==> src/rtl/rxs_pkg.sv <==
`timescale 1ns / 1ps
`default_nettype none
package rxs_pkg;

  localparam int RECORDS_DEFAULT = 8;
  localparam int QDEPTH          = 2;
  localparam int QAW             = 1;
  localparam int TAG_W           = 8;
  localparam int TOTAL_W         = 10;
  localparam int AVG_W           = 8;
  localparam int REC_W           = TAG_W + TOTAL_W;

  // reciprocal of 3 in Q11, exact for totals below 2048
  localparam int RECIP3          = 683;
  localparam int RECIP3_SHIFT    = 11;

  typedef enum logic [1:0] {
    ACT_CLEAR = 2'd0,
    ACT_LOAD  = 2'd1,
    ACT_SORT  = 2'd2
  } action_t;

  typedef struct packed {
    logic [TAG_W-1:0]   tag;
    logic [TOTAL_W-1:0] total;
  } rec_t;

  typedef struct packed {
    action_t act;
    rec_t    rec;
  } cmd_t;

  typedef enum logic [2:0] {
    ST_IDLE,
    ST_RDI,
    ST_LDI,
    ST_CMP,
    ST_WRI,
    ST_ERD,
    ST_EOUT
  } state_t;

  function automatic logic [AVG_W-1:0] avg_of(input logic [TOTAL_W-1:0] total);
    logic [2*TOTAL_W-1:0] prod;
    prod = (2*TOTAL_W)'(total) * (2*TOTAL_W)'(RECIP3);
    return prod[RECIP3_SHIFT +: AVG_W];
  endfunction

endpackage
`default_nettype wire

==> src/rtl/rxs_ram.sv <==
`timescale 1ns / 1ps
`default_nettype none
module rxs_ram #(
  parameter int WIDTH = 18,
  parameter int DEPTH = 8
) (
  input  wire logic                     clk,
  input  wire logic                     we,
  input  wire logic [$clog2(DEPTH)-1:0] waddr,
  input  wire logic [WIDTH-1:0]         wdata,
  input  wire logic                     re,
  input  wire logic [$clog2(DEPTH)-1:0] raddr,
  output      logic [WIDTH-1:0]         rdata
);

  logic [WIDTH-1:0] mem [DEPTH];

  always_ff @(posedge clk) begin
    if (we) begin
      mem[waddr] <= wdata;
    end
    if (re) begin
      rdata <= mem[raddr];
    end
  end

endmodule
`default_nettype wire

==> src/rtl/rxs_front.sv <==
`timescale 1ns / 1ps
`default_nettype none
module rxs_front (
  input  wire logic          s_tvalid,
  output      logic          s_tready,
  input  wire logic [31:0]   s_tdata,   // tag, mark_first, mark_second, mark_third
  input  wire logic [1:0]    s_tuser,   // action
  input  wire logic          q_full,
  output      logic          push,
  output      rxs_pkg::cmd_t cmd
);
  import rxs_pkg::*;

  logic known;

  assign s_tready = !q_full;

  always_comb begin
    unique case (s_tuser)
      ACT_CLEAR, ACT_LOAD, ACT_SORT: known = 1'b1;
      default:                       known = 1'b0;
    endcase
  end

  // unused action codes are taken and dropped here
  assign push = s_tvalid && s_tready && known;

  assign cmd.act       = action_t'(s_tuser);
  assign cmd.rec.tag   = s_tdata[7:0];
  assign cmd.rec.total = TOTAL_W'(s_tdata[15:8]) + TOTAL_W'(s_tdata[23:16])
                       + TOTAL_W'(s_tdata[31:24]);

endmodule
`default_nettype wire

==> src/rtl/rxs_queue.sv <==
`timescale 1ns / 1ps
`default_nettype none
module rxs_queue (
  input  wire logic          clk,
  input  wire logic          rst,
  input  wire logic          push,
  input  wire rxs_pkg::cmd_t push_cmd,
  output      logic          full,
  input  wire logic          pop,
  output      logic          valid,
  output      rxs_pkg::cmd_t head
);
  import rxs_pkg::*;

  cmd_t            slots [QDEPTH];
  logic [QAW-1:0]  wr_ptr;
  logic [QAW-1:0]  rd_ptr;
  logic [QAW:0]    fill;

  assign full  = (fill == (QAW+1)'(QDEPTH));
  assign valid = (fill != '0);
  assign head  = slots[rd_ptr];

  always_ff @(posedge clk) begin
    if (rst) begin
      wr_ptr <= '0;
      rd_ptr <= '0;
      fill   <= '0;
    end else begin
      if (push) begin
        wr_ptr <= (wr_ptr == QAW'(QDEPTH - 1)) ? '0 : wr_ptr + 1'b1;
      end
      if (pop && valid) begin
        rd_ptr <= (rd_ptr == QAW'(QDEPTH - 1)) ? '0 : rd_ptr + 1'b1;
      end
      fill <= fill + (QAW+1)'(push) - (QAW+1)'(pop && valid);
    end
  end

  always_ff @(posedge clk) begin
    if (push) begin
      slots[wr_ptr] <= push_cmd;
    end
  end

endmodule
`default_nettype wire

==> src/rtl/rxs_back.sv <==
`timescale 1ns / 1ps
`default_nettype none
module rxs_back #(
  parameter int RECORDS = rxs_pkg::RECORDS_DEFAULT
) (
  input  wire logic                           clk,
  input  wire logic                           rst,
  input  wire logic                           sort_key,
  input  wire logic                           q_valid,
  input  wire rxs_pkg::cmd_t                  q_head,
  output      logic                           q_pop,
  output      logic                           out_valid,
  input  wire logic                           out_ready,
  output      rxs_pkg::rec_t                  out_rec,
  output      logic [rxs_pkg::AVG_W-1:0]      out_avg,
  output      logic                           out_last,
  output      logic                           busy,
  output      logic [$clog2(RECORDS+1)-1:0]   count
);
  import rxs_pkg::*;

  localparam int CW = $clog2(RECORDS + 1);
  localparam int AW = $clog2(RECORDS);

  state_t          state, state_next;
  logic [CW-1:0]   count_next;
  logic [CW-1:0]   i, i_next, i_inc;
  logic [CW-1:0]   j, j_next, j_inc;
  logic [CW-1:0]   k, k_next, k_inc;
  rec_t            cur, cur_next;
  logic            out_valid_next;
  logic            out_load;

  logic            we;
  logic [AW-1:0]   waddr;
  rec_t            wdata;
  logic            re;
  logic [AW-1:0]   raddr;
  rec_t            rdata;

  function automatic logic [TOTAL_W-1:0] key_of(input rec_t r, input logic by_avg);
    return by_avg ? TOTAL_W'(avg_of(r.total)) : r.total;
  endfunction

  rxs_ram #(
    .WIDTH (REC_W),
    .DEPTH (RECORDS)
  ) u_store (
    .clk   (clk),
    .we    (we),
    .waddr (waddr),
    .wdata (wdata),
    .re    (re),
    .raddr (raddr),
    .rdata (rdata)
  );

  assign i_inc = i + CW'(1);
  assign j_inc = j + CW'(1);
  assign k_inc = k + CW'(1);
  assign busy  = (state != ST_IDLE);

  always_ff @(posedge clk) begin
    if (rst) begin
      state     <= ST_IDLE;
      count     <= '0;
      out_valid <= 1'b0;
    end else begin
      state     <= state_next;
      count     <= count_next;
      out_valid <= out_valid_next;
    end
  end

  always_ff @(posedge clk) begin
    i   <= i_next;
    j   <= j_next;
    k   <= k_next;
    cur <= cur_next;
    if (out_load) begin
      out_rec  <= rdata;
      out_avg  <= avg_of(rdata.total);
      out_last <= (k_inc == count);
    end
  end

  always_comb begin
    state_next     = state;
    count_next     = count;
    i_next         = i;
    j_next         = j;
    k_next         = k;
    cur_next       = cur;
    q_pop          = 1'b0;
    we             = 1'b0;
    waddr          = i[AW-1:0];
    wdata          = cur;
    re             = 1'b0;
    raddr          = i[AW-1:0];
    out_load       = 1'b0;
    out_valid_next = out_valid && !out_ready;

    unique case (state)
      ST_IDLE: begin
        if (q_valid) begin
          q_pop = 1'b1;
          unique case (q_head.act)
            ACT_CLEAR: count_next = '0;
            ACT_LOAD: begin
              if (count < CW'(RECORDS)) begin
                we         = 1'b1;
                waddr      = count[AW-1:0];
                wdata      = q_head.rec;
                count_next = count + CW'(1);
              end
            end
            ACT_SORT: begin
              if (count != '0) begin
                i_next     = '0;
                state_next = ST_RDI;
              end
            end
            default: ;
          endcase
        end
      end
      ST_RDI: begin
        re         = 1'b1;
        state_next = ST_LDI;
      end
      ST_LDI: begin
        cur_next = rdata;
        j_next   = i_inc;
        if (i_inc < count) begin
          re         = 1'b1;
          raddr      = i_inc[AW-1:0];
          state_next = ST_CMP;
        end else begin
          k_next     = '0;
          state_next = ST_ERD;
        end
      end
      ST_CMP: begin
        // cur holds entry i; a swap parks it at j and takes entry j
        if (key_of(cur, sort_key) > key_of(rdata, sort_key)) begin
          we       = 1'b1;
          waddr    = j[AW-1:0];
          wdata    = cur;
          cur_next = rdata;
        end
        if (j_inc < count) begin
          re         = 1'b1;
          raddr      = j_inc[AW-1:0];
          j_next     = j_inc;
        end else begin
          state_next = ST_WRI;
        end
      end
      ST_WRI: begin
        we         = 1'b1;
        waddr      = i[AW-1:0];
        wdata      = cur;
        i_next     = i_inc;
        state_next = ST_RDI;
      end
      ST_ERD: begin
        re         = 1'b1;
        raddr      = k[AW-1:0];
        state_next = ST_EOUT;
      end
      ST_EOUT: begin
        if (!out_valid || out_ready) begin
          out_load       = 1'b1;
          out_valid_next = 1'b1;
          if (k_inc == count) begin
            state_next = ST_IDLE;
          end else begin
            k_next     = k_inc;
            state_next = ST_ERD;
          end
        end
      end
      default: state_next = ST_IDLE;
    endcase
  end

endmodule
`default_nettype wire

==> src/rtl/record_exchange_sort_core.sv <==
`timescale 1ns / 1ps
`default_nettype none
// channel   dir  handshake               payload
// s_*       in   s_tvalid / s_tready     tuser action, tdata tag and three marks
// m_*       out  m_tvalid / m_tready     tdata tag, total, average; tlast last record
// apb       in   psel, penable, pwrite   reg 0 at byte 0: sort_key
//
// Clear and load are done in the back end's idle state as they are popped from the queue.
// A sort of n records runs an exchange sort on the store (one read and one write port),
// then emits the records in order, holding while m_tready is low.
// The two-entry command queue takes up to two items while a sort runs;
// s_tready then stays low until the back end pops the next one.
// Reset empties the store count, the queue and the output register; sort_key to 0.
module record_exchange_sort_core #(
  parameter int RECORDS = rxs_pkg::RECORDS_DEFAULT
) (
  input  wire logic        clk,
  input  wire logic        rst,
  input  wire logic        s_tvalid,
  output      logic        s_tready,
  input  wire logic [31:0] s_tdata,   // tag, mark_first, mark_second, mark_third
  input  wire logic [1:0]  s_tuser,   // action
  output      logic        m_tvalid,
  input  wire logic        m_tready,
  output      logic [31:0] m_tdata,   // out_tag, out_total, out_average, zero pad
  output      logic        m_tlast,
  input  wire logic        psel,
  input  wire logic        penable,
  input  wire logic        pwrite,
  input  wire logic [2:0]  paddr,
  input  wire logic [31:0] pwdata,
  output      logic [31:0] prdata,
  output      logic        pready
);
  import rxs_pkg::*;

  localparam int CW = $clog2(RECORDS + 1);

  logic            sort_key;
  logic            q_full;
  logic            push;
  cmd_t            push_cmd;
  logic            q_valid;
  cmd_t            q_head;
  logic            q_pop;
  rec_t            out_rec;
  logic [AVG_W-1:0] out_avg;
  logic            busy;
  logic [CW-1:0]   count;

  assign pready = 1'b1;
  assign prdata = (paddr[2] == 1'b0) ? {31'd0, sort_key} : 32'd0;

  always_ff @(posedge clk) begin
    if (rst) begin
      sort_key <= 1'b0;
    end else if (psel && penable && pwrite && pready && paddr[2] == 1'b0) begin
      sort_key <= pwdata[0];
    end
  end

  rxs_front u_front (
    .s_tvalid (s_tvalid),
    .s_tready (s_tready),
    .s_tdata  (s_tdata),
    .s_tuser  (s_tuser),
    .q_full   (q_full),
    .push     (push),
    .cmd      (push_cmd)
  );

  rxs_queue u_queue (
    .clk      (clk),
    .rst      (rst),
    .push     (push),
    .push_cmd (push_cmd),
    .full     (q_full),
    .pop      (q_pop),
    .valid    (q_valid),
    .head     (q_head)
  );

  rxs_back #(
    .RECORDS (RECORDS)
  ) u_back (
    .clk       (clk),
    .rst       (rst),
    .sort_key  (sort_key),
    .q_valid   (q_valid),
    .q_head    (q_head),
    .q_pop     (q_pop),
    .out_valid (m_tvalid),
    .out_ready (m_tready),
    .out_rec   (out_rec),
    .out_avg   (out_avg),
    .out_last  (m_tlast),
    .busy      (busy),
    .count     (count)
  );

  assign m_tdata = {6'd0, out_avg, out_rec.total, out_rec.tag};

`ifndef SYNTHESIS
  a_count_range: assert property (@(posedge clk) disable iff (rst)
    count <= CW'(RECORDS))
    else $error("record count above capacity");

  a_emit_from_sort: assert property (@(posedge clk) disable iff (rst)
    $rose(m_tvalid) |-> $past(busy))
    else $error("result raised outside a sort");

  a_sort_needs_records: assert property (@(posedge clk) disable iff (rst)
    $rose(busy) |-> $past(count) != '0)
    else $error("sort started on an empty store");
`endif

endmodule
`default_nettype wire
==> config.mk <==
export PLATFORM = sky130hd
export DESIGN_NAME = record_exchange_sort_core
export DESIGN_NICKNAME = d
export VERILOG_FILES = /design/src/rtl/rxs_pkg.sv /design/src/rtl/rxs_ram.sv /design/src/rtl/rxs_front.sv /design/src/rtl/rxs_queue.sv /design/src/rtl/rxs_back.sv /design/src/rtl/record_exchange_sort_core.sv
export SDC_FILE = /design/constraint.sdc
export NUM_CORES = 1
export LEC_CHECK = 0
export ABC_AREA = 0
export ABC_CLOCK_PERIOD_IN_PS = 14250
export BUFFER_PORTS_ARGS = -buffer_cell sky130_fd_sc_hd__buf_2
export CAP_MARGIN = 20
export CORE_MARGIN = 5
export CORE_UTILIZATION = 55
export DETAILED_ROUTE_END_ITERATION = 12
export PLACE_DENSITY = 0.75
export SLEW_MARGIN = 20
export SYNTH_ARGS = -nofsm -noshare
export SYNTH_HDL_FRONTEND = slang
export SYNTH_SLANG_ARGS = --single-unit
==> constraint.sdc <==
create_clock -name clk -period 14.25 [get_ports clk]
set_clock_uncertainty 0.05 [all_clocks]
set_input_delay 2.1375 -clock clk [delete_from_list [all_inputs] [get_ports clk]]
set_output_delay 2.1375 -clock clk [all_outputs]
set_load 0.005 [all_outputs]
==> key figures <==
Status
  – Status: finished, final reports clean

Yosys
  – Post-synthesis sequential area ratio: between 50% and 60%
  – Ys async rst share: 0%
  – Syn Inst Count: 1188
  – Post-synthesis average cell area: 13.0 um^2
  – Synth warnings: 0
  – Synth cell types: 74
  – Netlist Area Pre-Place: 15500 um^2
  – Top_reg_cell synth: edfxtp_1
  – Number of synthesized flops with an enable pin: 259
  – Synthesized flop and latch total: 273

GRT
  – Met3 global-route usage: 2.85%
  – GRT Resource Usage Total: 19.4%
  – Met2 usage: 33.9%
  – Vias in the first global route: about 9100
  – Pin count of the biggest net entering global routing: 73
  – Total grt overflow: 0
  – Initial antenna violation count: 0
  – First-pass GRT wire length: 47900 um
  – Grt peak-use layer: met2
  – GR Util met1: between 20% and 30%

Clocking
  – Clk Latency, worst-skew pair: 0.54 ns
  – CTS sink count: 273
  – Clk pin slew, worst setup/hold paths: 0.06 ns
  – Hold-fix buffers, CTS: 0
  – Number of post-CTS setup repair buffers: 0
  – CTS tree: yes
  – H-tree depth: 1
  – Cell at the root of the clock tree: clkbuf_16
  – Cells resized by post-CTS repair: 0
  – Clock buffer count from CTS: 27
  – Clk buf depth: 3

Worst setup path
  – Crit. End Element: register
  – R2R cell count: 24
  – Critical path startpoint category: register
  – Reg2reg end: u_back.u_store.mem[0][4]
  – Reg2Reg Setup Slack: 5.82 ns
  – Crit path kind: register to register
  – Worst EP arrival: roughly 8.6 ns
  – Peak fanout along the critical path: 10
  – WP data required: about 14 ns
  – R2R Path Start: u_back.u_store.rdata[6]

Timing
  – RSZ-0062 raised after global routing: no
  – Fin. max-slew vios: 0
  – Post-route clock period utilization: 59.2%
  – # setup viols final: 0
  – Fmax: around 0.12 GHz
  – Relative slew slack: 25.4%
  – TNS Setup: 0 ns
  – Final period demand of the worst path: 8.43 ns
  – Hold Vio Cnt, Final: 0
  – Tightest Pin Transition: between 1 and 1.5 ns

Final layout
  – FILL cells: ~2200
  – Multi-input gate area: 6680 um^2
  – Synthesis-to-finish area growth: 9.52%
  – Non-Filler Instances: 1664
  – Commonest non-fill, non-tap cells in the layout: edfxtp_1 (259), ha_1 (155), inv_1 (113), mux2i_1 (83), buf_2 (72)
  – Commonest non-fill, non-tap cell in the layout: edfxtp_1
  – ANT cells: 0
  – Sequential cell area: slightly above 8000 um^2
  – Share of cells above drive strength 1: 11.7%
  – Post-layout nets: 1544

Min path
  – Hold EP: u_back.out_rec[12]
  – Hold depth: 0
  – Worst hold start: u_back.u_store.rdata[12]
  – HP Class: register to register

Detailed routing
  – Antenna viol nets, final: 0
  – DR iter-0 viols: around 900
  – Wirelength per Cell: around 18 um
  – TritonRoute pass-1 iters: 6
  – Via count: 9246
  – Via-per-instance ratio: 5.56
  – DRC errors left: 0
  – Final WL: 30500 um

Place
  – Gpl congestion: 0.860
  – HPWL Detailed: roughly 21000 um
  – # port buffers: around 70
  – Cell count after placement: ~1600

Die
  – Core area: 27800 um^2
  – I/O pin cnt: 144
  – Starting Density: 55.7%
  – Die extent in y: 178 um
  – DIE AREA: 31600 um^2
  – Die Span X: 178 um
  – Std cell rows: 61

Job
  – Max Cap Viol: 0
[worst max-delay path, cell delays in order (launching register included)]
cell and delay [ns]:
edfxtp_1 0.57, ha_1 0.38, ha_1 0.36, fa_1 0.55
inv_1 0.05, fa_1 0.49, fa_1 0.52, inv_1 0.05
ha_1 0.33, a21oi_1 0.18, o211ai_1 0.14, a221oi_1 0.47
nor3_1 0.17, o41ai_1 0.47, nand3_1 0.18, a31oi_1 0.23
ha_1 0.27, and3_1 0.17, nand4_1 0.13, o221a_2 0.19
o21ai_0 0.23, and2_1 0.29, a221o_1 0.46, nor3_2 0.79
buf_4 0.37
[synthesized netlist by cell type (4+ instances only)]
cell type  number  area share (%)
o21ai_0        33             1.1
nand3b_1        4            0.19
nand2b_1       21            0.85
edfxtp_1      259              50
clkbuf_1       16            0.39
nand3_1        10            0.32
a21o_1         16            0.78
inv_1         113             2.7
a221oi_1        5            0.28
o21bai_1       10            0.49
dfxtp_1        14             1.8
o21a_1          5            0.24
a222oi_1       18             1.2
xnor2_1        34             1.9
nor2_1         51             1.2
and2_1          7            0.28
buf_2           7            0.23
xor2_1          9            0.51
mux2i_1        83             5.4
a21oi_1        50             1.6
nand2_1        55             1.3
fa_1           44             5.7
a22o_1         19             1.1
and3_1          7            0.28
ha_1          155              13
o211ai_1        4            0.19
nand4_1         4            0.16
nor2b_1         5            0.20
buf_4          43             2.1
nor3_1         17            0.55
[layout make-up]
cell class                      instances  share of cell area (%)
Sequential cell                       273                    47.6
Multi-Input combinational cell        764                    39.5
Clock buffer                           33                    4.12
Timing Repair Buffer                   89                    2.88
Tap cell                              378                    2.79
Inverter                              114                    2.53
Clock inverter                         13                   0.665
[layer usage]
layer	share of wire [%]	wire (um)	up-vias
li1	-	-	4470
met4	1.9	584	0
met3	5.8	1780	51
met1	42	12900	4452
met2	50	15200	273
met5	0	0	-
[worst max-delay path by stage]
stage          slack [ns]               startpoint  cells after the start                   endpoint
2_1_floorplan        6.55            u_back.cur[7]                     26   u_back.u_store.mem[1][0]
3_3_place_gp         6.03  u_back.u_store.rdata[6]                     24  u_back.u_store.mem[1][12]
3_5_place_dp         5.91  u_back.u_store.rdata[6]                     24  u_back.u_store.mem[0][12]
4_1_cts              5.83  u_back.u_store.rdata[6]                     24   u_back.u_store.mem[0][4]
5_1_grt              5.34  u_back.u_store.rdata[4]                     24  u_back.u_store.mem[0][15]
6_report             5.82  u_back.u_store.rdata[6]                     24   u_back.u_store.mem[0][4]
[flip-flops by register name, indices dropped and copies added (netlist names), named ones only]
| name | flops |
|---|---|
| u_back.u_store.mem | 144 |
| u_queue.slots | 40 |
| u_back.cur | 18 |
| u_back.out_rec | 18 |
| u_back.u_store.rdata | 18 |
| u_back.out_avg | 8 |
| u_back.count | 4 |
| u_back.i | 4 |
| u_back.j | 4 |
| u_back.k | 4 |
| u_back.state | 3 |
| u_queue.fill | 2 |
| sort_key | 1 |
| u_back.out_last | 1 |
| u_back.out_valid | 1 |
| u_queue.rd_ptr | 1 |
| u_queue.wr_ptr | 1 |
[cells by family after synthesis]
group,Yosys count,synth area share (%)
DFF,273,52.1
AOI/OAI and AO/OA,201,9.43
adders and majority gates,199,18.2
and+or+nand+nor,197,6.21
buffers and inverters,187,5.96
xor gates and xnor gates,43,2.43
muxes,86,5.59
other,2,0.0486
[per-stage QoR]
step	area, um^2	worst slack, ns	hold slack (ns)	utilization [%]
after floorplan	15600	6.55	0.371	-
after global placement	16100	6.03	0.384	58.1
after detailed placement	16100	5.91	0.386	58.1
after CTS	16900	5.83	0.399	61.0
after global routing	16900	5.34	0.410	61.0
final	16900	5.82	0.399	61.0
Power is left out: the tool's default activity adds up to more than one toggle a clock period on the data nets, which glitch-free logic cannot reach.
